`config.mk`:
```
export PLATFORM = sky130hd
export DESIGN_NAME = humidity_temperature_frame_decoder_top
export DESIGN_NICKNAME = d
export VERILOG_FILES = /design/src/hdl/htfd_pkg.sv /design/src/hdl/htfd_convert.sv /design/src/hdl/humidity_temperature_frame_decoder_top.sv
export SDC_FILE = /design/constraint.sdc
export NUM_CORES = 1
export LEC_CHECK = 0
export BUFFER_PORTS_ARGS = -buffer_cell sky130_fd_sc_hd__buf_2
export CORE_MARGIN = 5
export CORE_UTILIZATION = 45
export CTS_BUF_LIST = sky130_fd_sc_hd__clkbuf_8
export CTS_CLUSTER_DIAMETER = 120
export DETAILED_ROUTE_END_ITERATION = 12
export PLACE_DENSITY = 0.66
export SLEW_MARGIN = 25
export SYNTH_ARGS = -nofsm -noshare
export SYNTH_HDL_FRONTEND = slang
export SYNTH_SLANG_ARGS = --single-unit
```
`constraint.sdc`:
```
create_clock -name clk_i -period 8.8 [get_ports clk_i]
set_input_delay 1.32 -clock clk_i [delete_from_list [all_inputs] [get_ports clk_i]]
set_output_delay 1.32 -clock clk_i [all_outputs]
set_load 0.01 [all_outputs]
```
`src/hdl/htfd_pkg.sv`:
```
// ----------------------------------------------------------------------------
// htfd_pkg
// Shared types, constants and the CRC-8 byte update for the frame decoder.
// ----------------------------------------------------------------------------
package htfd_pkg;

  localparam int unsigned ByteW     = 8;
  localparam int unsigned WordW     = 16;
  localparam int unsigned TempW     = 15;
  localparam int unsigned HumW      = 14;
  localparam int unsigned OutDataW  = 32;

  localparam logic [ByteW-1:0] CrcPoly = 8'h31;
  localparam logic [ByteW-1:0] CrcInit = 8'hFF;

  typedef logic [ByteW-1:0]        byte_t;
  typedef logic [WordW-1:0]        word_t;
  typedef logic signed [TempW-1:0] temp_centi_t;
  typedef logic [HumW-1:0]         hum_centi_t;

  // position of a byte inside the six-byte frame
  typedef enum logic [2:0] {
    POS_T_MSB = 3'd0,
    POS_T_LSB = 3'd1,
    POS_T_CRC = 3'd2,
    POS_H_MSB = 3'd3,
    POS_H_LSB = 3'd4,
    POS_H_CRC = 3'd5
  } pos_e;

  // msb-first crc-8, no reflection, no final xor
  function automatic byte_t crc8_byte(input byte_t crc, input byte_t data);
    byte_t c;
    c = crc ^ data;
    for (int i = 0; i < ByteW; i++) begin
      if (c[ByteW-1]) begin
        c = {c[ByteW-2:0], 1'b0} ^ CrcPoly;
      end else begin
        c = {c[ByteW-2:0], 1'b0};
      end
    end
    return c;
  endfunction

endpackage

```
`src/hdl/htfd_convert.sv`:
```
// ----------------------------------------------------------------------------
// htfd_convert
// Raw sensor words to hundredths of a degree and of a percent, rounded.
// ----------------------------------------------------------------------------
module htfd_convert (
  input  htfd_pkg::word_t       temp_word_i,
  input  htfd_pkg::word_t       hum_word_i,
  output htfd_pkg::temp_centi_t temp_centi_o,
  output htfd_pkg::hum_centi_t  hum_centi_o
);
  import htfd_pkg::*;

  localparam int unsigned TempScale  = 17500;
  localparam int unsigned HumScale   = 10000;
  localparam int unsigned TempOffset = 4500;
  localparam int unsigned RoundBias  = 32767;
  localparam int unsigned WordMax    = 65535;

  // x / 65535 for x below 2^31: x = q0*65535 + (q0 + low), so one compare fixes it
  function automatic logic [14:0] div_word_max(input logic [30:0] x);
    logic [14:0] q0;
    logic [16:0] s;
    q0 = x[30:16];
    s  = {2'b00, q0} + {1'b0, x[15:0]};
    return q0 + 15'(s >= 17'(WordMax));
  endfunction

  logic [30:0] temp_prod;
  logic [29:0] hum_prod;
  logic [14:0] temp_q;
  logic [14:0] hum_q;

  always_comb begin
    temp_prod    = 31'(TempScale) * {15'd0, temp_word_i};
    hum_prod     = 30'(HumScale) * {14'd0, hum_word_i};
    temp_q       = div_word_max(temp_prod + 31'(RoundBias));
    hum_q        = div_word_max({1'b0, hum_prod + 30'(RoundBias)});
    temp_centi_o = signed'(temp_q - 15'(TempOffset));
    hum_centi_o  = hum_q[HumW-1:0];
  end

endmodule

```
`src/hdl/humidity_temperature_frame_decoder_top.sv`:
```
// ----------------------------------------------------------------------------
// humidity_temperature_frame_decoder_top
// Checks the two CRC-8 words of a six-byte sensor frame and holds the
// converted temperature and humidity of the last words that passed.
// ----------------------------------------------------------------------------
//  channel   | direction | tdata                               | tuser
//  ----------+-----------+-------------------------------------+-------------
//  s_axis    | in        | [7:0] data_byte                     | frame_start
//  m_axis    | out       | [14:0] temp, [28:15] hum, [29] t_ok,| -
//            |           | [30] h_ok, [31] zero                |
//
// one byte is taken per cycle while ready; a result appears in the cycle
// after the sixth byte of a frame and sits in the output register until taken.
// a new byte is taken while that result waits unless the register is full
// and the sink stalls. the crc update feeds the crc register; the scaling
// multiply sits between the frame state registers and the output register.
// reset clears the position, held values and flags; crc restarts at 0xff.
// ----------------------------------------------------------------------------
module humidity_temperature_frame_decoder_top (
  input  logic                            clk_i,
  input  logic                            rst_ni,
  input  logic                            s_axis_tvalid_i,
  output logic                            s_axis_tready_o,
  input  htfd_pkg::byte_t                 s_axis_tdata_i,  // [7:0] data_byte
  input  logic                            s_axis_tuser_i,  // [0] frame_start
  output logic                            m_axis_tvalid_o,
  input  logic                            m_axis_tready_i,
  // [14:0] temperature_centi, [28:15] humidity_centi, [29] temperature_ok,
  // [30] humidity_ok, [31] zero
  output logic [htfd_pkg::OutDataW-1:0]   m_axis_tdata_o
);
  import htfd_pkg::*;

  pos_e        pos_q, pos_d, pos_sel;
  byte_t       crc_q, crc_d;
  word_t       word_q, word_d;
  logic        temp_match_q, temp_match_d;
  word_t       pend_temp_q, pend_temp_d;
  temp_centi_t held_temp_q, held_temp_d;
  hum_centi_t  held_hum_q, held_hum_d;
  logic        out_valid_q, out_valid_d;
  logic [OutDataW-1:0] out_data_q, out_data_d;

  logic        in_fire;
  logic        hum_match;
  temp_centi_t temp_conv;
  hum_centi_t  hum_conv;

  htfd_convert u_convert (
    .temp_word_i  (pend_temp_q),
    .hum_word_i   (word_q),
    .temp_centi_o (temp_conv),
    .hum_centi_o  (hum_conv)
  );

  assign s_axis_tready_o = !out_valid_q || m_axis_tready_i;
  assign in_fire         = s_axis_tvalid_i && s_axis_tready_o;
  assign pos_sel         = s_axis_tuser_i ? POS_T_MSB : pos_q;
  assign hum_match       = (crc_q == s_axis_tdata_i);

  always_comb begin
    pos_d        = pos_q;
    crc_d        = crc_q;
    word_d       = word_q;
    temp_match_d = temp_match_q;
    pend_temp_d  = pend_temp_q;
    held_temp_d  = held_temp_q;
    held_hum_d   = held_hum_q;
    out_valid_d  = out_valid_q && !m_axis_tready_i;
    out_data_d   = out_data_q;

    if (in_fire) begin
      unique case (pos_sel)
        POS_T_LSB, POS_H_LSB: begin
          crc_d  = crc8_byte(crc_q, s_axis_tdata_i);
          word_d = {word_q[ByteW-1:0], s_axis_tdata_i};
          pos_d  = (pos_sel == POS_T_LSB) ? POS_T_CRC : POS_H_CRC;
        end
        POS_H_MSB: begin
          crc_d  = crc8_byte(CrcInit, s_axis_tdata_i);
          word_d = {{(WordW-ByteW){1'b0}}, s_axis_tdata_i};
          pos_d  = POS_H_LSB;
        end
        POS_T_CRC: begin
          temp_match_d = (crc_q == s_axis_tdata_i);
          pend_temp_d  = word_q;
          crc_d        = CrcInit;
          pos_d        = POS_H_MSB;
        end
        POS_H_CRC: begin
          if (temp_match_q) begin
            held_temp_d = temp_conv;
          end
          if (hum_match) begin
            held_hum_d = hum_conv;
          end
          out_valid_d = 1'b1;
          out_data_d  = {1'b0, hum_match, temp_match_q, held_hum_d, held_temp_d};
          crc_d       = CrcInit;
          pos_d       = POS_T_MSB;
        end
        // first byte of a frame, and unreachable positions treated alike
        default: begin
          crc_d  = crc8_byte(CrcInit, s_axis_tdata_i);
          word_d = {{(WordW-ByteW){1'b0}}, s_axis_tdata_i};
          pos_d  = POS_T_LSB;
        end
      endcase
    end
  end

  always_ff @(posedge clk_i or negedge rst_ni) begin
    if (!rst_ni) begin
      pos_q        <= POS_T_MSB;
      crc_q        <= CrcInit;
      word_q       <= '0;
      temp_match_q <= 1'b0;
      pend_temp_q  <= '0;
      held_temp_q  <= '0;
      held_hum_q   <= '0;
      out_valid_q  <= 1'b0;
    end else begin
      pos_q        <= pos_d;
      crc_q        <= crc_d;
      word_q       <= word_d;
      temp_match_q <= temp_match_d;
      pend_temp_q  <= pend_temp_d;
      held_temp_q  <= held_temp_d;
      held_hum_q   <= held_hum_d;
      out_valid_q  <= out_valid_d;
    end
  end

  always_ff @(posedge clk_i) begin
    out_data_q <= out_data_d;
  end

  assign m_axis_tvalid_o = out_valid_q;
  assign m_axis_tdata_o  = out_data_q;

endmodule
```
==> results of run 1 <==
## routing by layer
metal  vias to the layer above  global-route usage (%)  wire length (microns)
met4                         0                    5.27                    862
met1                      5870                    25.8                  16500
met2                       189                    34.9                  18700
li1                       6061                       -                      -
met5                         -                       0                      0
met3                        52                    2.29                    903
## cell usage in the layout, fill, tap and decap left out, types with 9 or more instances in the layout
cell                       count
sky130_fd_sc_hd__o21ai_0      62
sky130_fd_sc_hd__mux2_2       28
sky130_fd_sc_hd__nand3_1      31
sky130_fd_sc_hd__buf_4       243
sky130_fd_sc_hd__fa_1         77
sky130_fd_sc_hd__o221ai_1      9
sky130_fd_sc_hd__ha_4         34
sky130_fd_sc_hd__inv_2        23
sky130_fd_sc_hd__edfxtp_1     31
sky130_fd_sc_hd__a21oi_1      54
sky130_fd_sc_hd__a21oi_2      13
sky130_fd_sc_hd__nor3_1       21
sky130_fd_sc_hd__inv_1       216
sky130_fd_sc_hd__nor2_1       70
sky130_fd_sc_hd__o21a_1       15
sky130_fd_sc_hd__ha_1        165
sky130_fd_sc_hd__xnor2_2      10
sky130_fd_sc_hd__nand2b_1     13
sky130_fd_sc_hd__dfrtp_1      55
sky130_fd_sc_hd__mux2i_1      10
sky130_fd_sc_hd__dfrtp_2      11
sky130_fd_sc_hd__buf_2        44
sky130_fd_sc_hd__nor2b_1      13
sky130_fd_sc_hd__or3_1         9
sky130_fd_sc_hd__xnor2_1      77
sky130_fd_sc_hd__nand2_1     141
sky130_fd_sc_hd__a21o_1       33
sky130_fd_sc_hd__xor2_1       50
sky130_fd_sc_hd__o31ai_1      14
sky130_fd_sc_hd__clkbuf_8      9
## cell families (layout without fill, tap and decap cells)
group	after synthesis	count (layout)	synth area share [%]
AOI/OAI and AO/OA	326	326	16.4
xor gates and xnor gates	145	145	9.25
adders and majority gates	284	284	28.8
buffers and inverters	284	550	7.69
DFF	105	105	19.4
muxes	43	43	3.27
other	1	1	0.0260
and+or+nand+nor	415	415	15.2
## state kept, by name, summed over array words and instances (netlist names)
signal           count
held_hum_q          14
pend_temp_q         16
temp_match_q         1
pos_q                3
m_axis_tvalid_o      1
word_q              16
crc_q                8
held_temp_q         15
m_axis_tdata_o      31
## final timing paths
path                           startpoint                  to  slack [ns]  depth (start not counted)
max reg2reg                pend_temp_q[8]  m_axis_tdata_o[14]        0.09                         35
max in group asynchronous          rst_ni     pend_temp_q[13]        6.90                          2
max                        pend_temp_q[8]  m_axis_tdata_o[14]        0.09                         35
min reg2reg                held_temp_q[1]      held_temp_q[1]        0.48                          2
min in group asynchronous          rst_ni     held_temp_q[13]        0.78                          1
min                        held_temp_q[1]      held_temp_q[1]        0.48                          2
## tightest hold or removal path, cell delays in order, from the launching register on
cell and delay (ns):
sky130_fd_sc_hd__dfrtp_1 0.35, sky130_fd_sc_hd__nand2_1 0.05, sky130_fd_sc_hd__nand2_1 0.05
## per-stage QoR
stage	utilization [%]	instances	setup WS [ns]	TNS (ns)	area, sq um
after global routing	57.2	2271	-0.232	-2.12	18000
final	57.2	2271	0.0873	0	18000
after detailed placement	52.1	2205	-0.451	-4.27	16400
after CTS	53.4	2237	-0.0144	-0.0144	16900
after global placement	52.1	2205	-0.0881	-0.204	16400
after floorplan	-	1603	0.0164	0	14400
## final cells by class
class	instances	area share (%)
multi-input cells	1214	63.8
flip-flops and latches	105	15.6
repair buffers	295	11.8
inverters	239	4.97
well taps	402	2.79
clock buffers	9	0.686
clock inverters	7	0.347
## what timing repair did
| action | CTS | global route |
|---|---|---|
| hold buffers | 0 | 0 |
| buffers inserted | 16 | 35 |
| pin swaps | 19 | 115 |
| resized for setup | 29 | 180 |
| endpoints found under the setup margin | 23 | 48 |
| hold endpoints to repair | 0 | 0 |
==> impl_metrics.tcl, run 1 <==
set metrics [dict create \
    result_of_the_run "completed" \
    portBuffers 45 \
    fin_crit_sh_pct 99.0 \
    finalHoldViolCount 0 \
    cp.buffers_inverters 4 \
    core_region_sq_um 31600 \
    groute.usage.overall_pct 19.8 \
    number_of_buffers_inserted_during_clock_tree_synthesis 9 \
    seq_area_sq_um 2810 \
    tightest_slew_ns 0.908 \
    rows 65 \
    cts_buffer_depth 2 \
    yosys.area.top_type_share_pct 17.7 \
    relSlewSlack_pct 39.5 \
    crit_path_top_delay_cell "sky130_fd_sc_hd__or4b_4" \
    initial_utilization_pct 45.7 \
    timing.critical_path.mode_cell "sky130_fd_sc_hd__ha_4" \
    tritoncts "yes" \
    netlist_instances 1603 \
    drt_first_pass_iters 5 \
    layout.nets 2161 \
    final_period_minus_worst_setup_slack_ns 8.71 \
    initial_antenna_violation_count 0 \
    timing.critical_path.arrival_ns 8.83 \
    total_die_area_sq_um 35700 \
    req_time_crit_path_ns 8.92 \
    grt_setup_unrepaired "yes" \
    dominantRegCellSynth "sky130_fd_sc_hd__dfrtp_1" \
    path_delay_family "adder cells" \
    clock.fmax_mhz 115 \
    worstPathMaxFanout 6 \
    multi_input_comb_area_sq_um 11500 \
    diodes 0 \
    largest_net_degree_at_the_start_of_global_routing 58 \
    crit_end_element "register" \
    clk_transition_reported_paths_ns 0.12 \
    crit_path_start_kind "register" \
    synth-edff-count 31 \
    final_layout_size_suffix_gt1_share_pct 30.4 \
    grt_first_pass_wirelength_mm 59.1 \
    route.antenna.remaining_nets 0 \
    clock_insertion_delay_at_the_later_pin_of_the_skew_report_ns 0.40 \
    global_route.overflow_total 0 \
    critPathMaxStageDelay_ns 0.59 \
    first_iter_violations 701 \
    vias 12200 \
    area.growth.synth_to_final_pct 25.3 \
    fillers 2777 \
    cts_root_buffer "sky130_fd_sc_hd__clkbuf_8" \
    crit_type "register to register" \
    design.portCount 47 \
    syn_area_sq_um 14400 \
    slew_viol_final 0 \
    yosys-top-cells-area "sky130_fd_sc_hd__ha_1 18%, sky130_fd_sc_hd__dfrtp_1 11%, sky130_fd_sc_hd__fa_1 11%" \
    yosys_warnings 0 \
    clock_sinks 105 \
    holdCritPathClass "register to register" \
    die_height_microns 189 \
    mappedNetlistNets 1900 \
    postSynthRegisterBits 105 \
    synth_async_sr_flop_share_pct 70.5 \
    synth_top_cell_by_area "sky130_fd_sc_hd__ha_1" \
    max_cap_violations 0 \
    synth_cell_types 117 \
    drcViolationCount 0 \
    skew_ns 0.0193 \
    globalplace.congestion 0.969 \
    wirelength_mm 37.0 \
    grt_pass1_vias 12100 \
    synth_commonest_cells "238 x sky130_fd_sc_hd__inv_1, 204 x sky130_fd_sc_hd__ha_1, 143 x sky130_fd_sc_hd__nand2_1" \
    htreeDepth 3 \
    worst_hold_slack_ns 0.479 \
    chipWidth_microns 189 \
    synth.most_common_cell "sky130_fd_sc_hd__inv_1" \
    syn_area_per_cell_sq_um 8.99 \
    ys_seq_area_share_pct 19.4 \
    wl_per_cell_microns 16.3 \
    post-dp-hpwl_mm 29.7 \
    vias_per_cell 5.36 \
    final-setup-viol-count 0 \
]
Power of run 1 is left out: the tool's default activity adds up to more than one toggle a clock period on the data nets, which glitch-free logic cannot reach.
==> inputs of run 2 (changes only) <==
--- a/config.mk
+++ b/config.mk
@@ -7,11 +7,11 @@
 export LEC_CHECK = 0
 export BUFFER_PORTS_ARGS = -buffer_cell sky130_fd_sc_hd__buf_2
 export CORE_MARGIN = 5
-export CORE_UTILIZATION = 45
+export CORE_UTILIZATION = 35
 export CTS_BUF_LIST = sky130_fd_sc_hd__clkbuf_8
 export CTS_CLUSTER_DIAMETER = 120
 export DETAILED_ROUTE_END_ITERATION = 12
-export PLACE_DENSITY = 0.66
+export PLACE_DENSITY = 0.55
 export SLEW_MARGIN = 25
 export SYNTH_ARGS = -nofsm -noshare
 export SYNTH_HDL_FRONTEND = slang
==> impl_metrics.tcl, run 2 (synthesis gave the netlist of run 1 again) <==
set metrics [dict create \
    wl_per_cell_microns 15.2 \
    first_iter_violations 502 \
    tightest_slew_ns 0.957 \
    rows 74 \
    core_region_sq_um 40700 \
    post-dp-hpwl_mm 30.5 \
    holdCritPathClass "register to register" \
    final_period_minus_worst_setup_slack_ns 8.76 \
    critPathMaxStageDelay_ns 0.57 \
    clock_sinks 105 \
    clk_transition_reported_paths_ns 0.12 \
    clock.fmax_mhz 114 \
    vias 12300 \
    grt_pass1_vias 12200 \
    number_of_buffers_inserted_during_clock_tree_synthesis 9 \
    design.portCount 47 \
    slew_viol_final 0 \
    cts_root_buffer "sky130_fd_sc_hd__clkbuf_8" \
    initial_utilization_pct 35.4 \
    htreeDepth 3 \
    tritoncts "yes" \
    timing.reg2reg.worst_path_depth 38 \
    largest_net_degree_at_the_start_of_global_routing 59 \
    crit_path_start_kind "register" \
    layout.nets 2203 \
    layout_commonest_cell "sky130_fd_sc_hd__buf_4" \
    fin_crit_sh_pct 99.6 \
    req_time_crit_path_ns 8.92 \
    final-setup-viol-count 0 \
    route.antenna.remaining_nets 0 \
    relSlewSlack_pct 36.2 \
    worstPathMaxFanout 5 \
    die_height_microns 213 \
    grt_setup_unrepaired "yes" \
    drcViolationCount 0 \
    final_layout_size_suffix_gt1_share_pct 30.5 \
    max_reg_flops 31 \
    drt_first_pass_iters 6 \
    skew_ns 0.0196 \
    max_cap_violations 0 \
    globalplace.congestion 0.915 \
    finalHoldViolCount 0 \
    total_die_area_sq_um 45300 \
    timing.critical_path.arrival_ns 8.88 \
    worst_hold_slack_ns 0.485 \
    clock_insertion_delay_at_the_later_pin_of_the_skew_report_ns 0.40 \
    groute.usage.overall_pct 16.2 \
    portBuffers 45 \
    hold_depth 2 \
    crit_end_element "register" \
    grt_first_pass_wirelength_mm 60.6 \
    crit_type "register to register" \
    global_route.overflow_total 0 \
    result_of_the_run "completed" \
    crit_path_top_delay_cell "sky130_fd_sc_hd__fa_1" \
    holdBufCountCts 0 \
    wirelength_mm 37.2 \
    timing.critical_path.mode_cell "sky130_fd_sc_hd__ha_4" \
    area.growth.synth_to_final_pct 28.6 \
    layout_common_cells "287 x sky130_fd_sc_hd__buf_4, 227 x sky130_fd_sc_hd__inv_1, 172 x sky130_fd_sc_hd__ha_1" \
    chipWidth_microns 213 \
    vias_per_cell 5.04 \
    initial_antenna_violation_count 0 \
    cts_buffer_depth 2 \
    diodes 0 \
]
==> run 2: cell types whose count changed in the layout (fill, tap and decap cells not counted), sizes merged <==
cell / before / now
inv: 243 / 241
bufinv: 0 / 2
buf: 295 / 337
==> run 2: timing repair <==
item / 4_1_cts / 5_1_grt
pin swaps: 33 / 107
endpoints found under the setup margin: 28 / 45
resized for setup: 47 / 131
buffers inserted: 32 / 24
==> run 2: per-stage QoR <==
| stage | cells | setup TNS [ns] | utilization (%) | setup WS [ns] | area (sq um) |
|---|---|---|---|---|---|
| final | 2443 | 0 | 45.5 | 0.0365 | 18500 |
| after global placement | 2371 | -7.99 | 41.4 | -0.588 | 16900 |
| after detailed placement | 2371 | -8.85 | 41.4 | -0.628 | 16900 |
| after floorplan | 1603 | 0 | - | 0.0164 | 14400 |
| after CTS | 2419 | -0.0214 | 43.3 | -0.0214 | 17600 |
| after global routing | 2443 | -3.10 | 45.5 | -0.270 | 18500 |
==> run 2: layout make-up <==
class / count / area, sq um
Fill cell: 4032 / 22200
Multi-Input combinational cell: 1214 / 11500
Sequential cell: 105 / 2800
Timing Repair Buffer: 337 / 2440
Inverter: 239 / 897
Tap cell: 532 / 666
Clock buffer: 9 / 124
Clock inverter: 7 / 113
==> run 2: path summary, 6_finish.rpt <==
path	to	slack [ns]	from
max reg2reg	m_axis_tdata_o[12]	0.04	pend_temp_q[10]
max	m_axis_tdata_o[12]	0.04	pend_temp_q[10]
max in group asynchronous	pend_temp_q[3]	6.85	rst_ni
min in group asynchronous	pend_temp_q[9]	0.78	rst_ni
min reg2reg	held_temp_q[4]	0.48	held_temp_q[4]
min	held_temp_q[4]	0.48	held_temp_q[4]
==> run 2: per-layer routing <==
metal | GRT usage, % | part of all wire [%]
met2 | 28.8 | 50
met5 | 0 | 0
met3 | 1.69 | 2.2
met1 | 21.7 | 46
met4 | 2.54 | 1.1
==> run 2: critical path: cells and delay by family, from the launching register on <==
| kind | cells | cell delay (ns) |
|---|---|---|
| flops | 1 | 0.42 |
| buf+inv | 6 | 0.59 |
| compound gates | 10 | 1.99 |
| simple gates | 11 | 2.22 |
| xor+xnor | 2 | 0.36 |
| fa+ha+maj | 9 | 2.88 |
Power of run 2 is left out for the same reason.
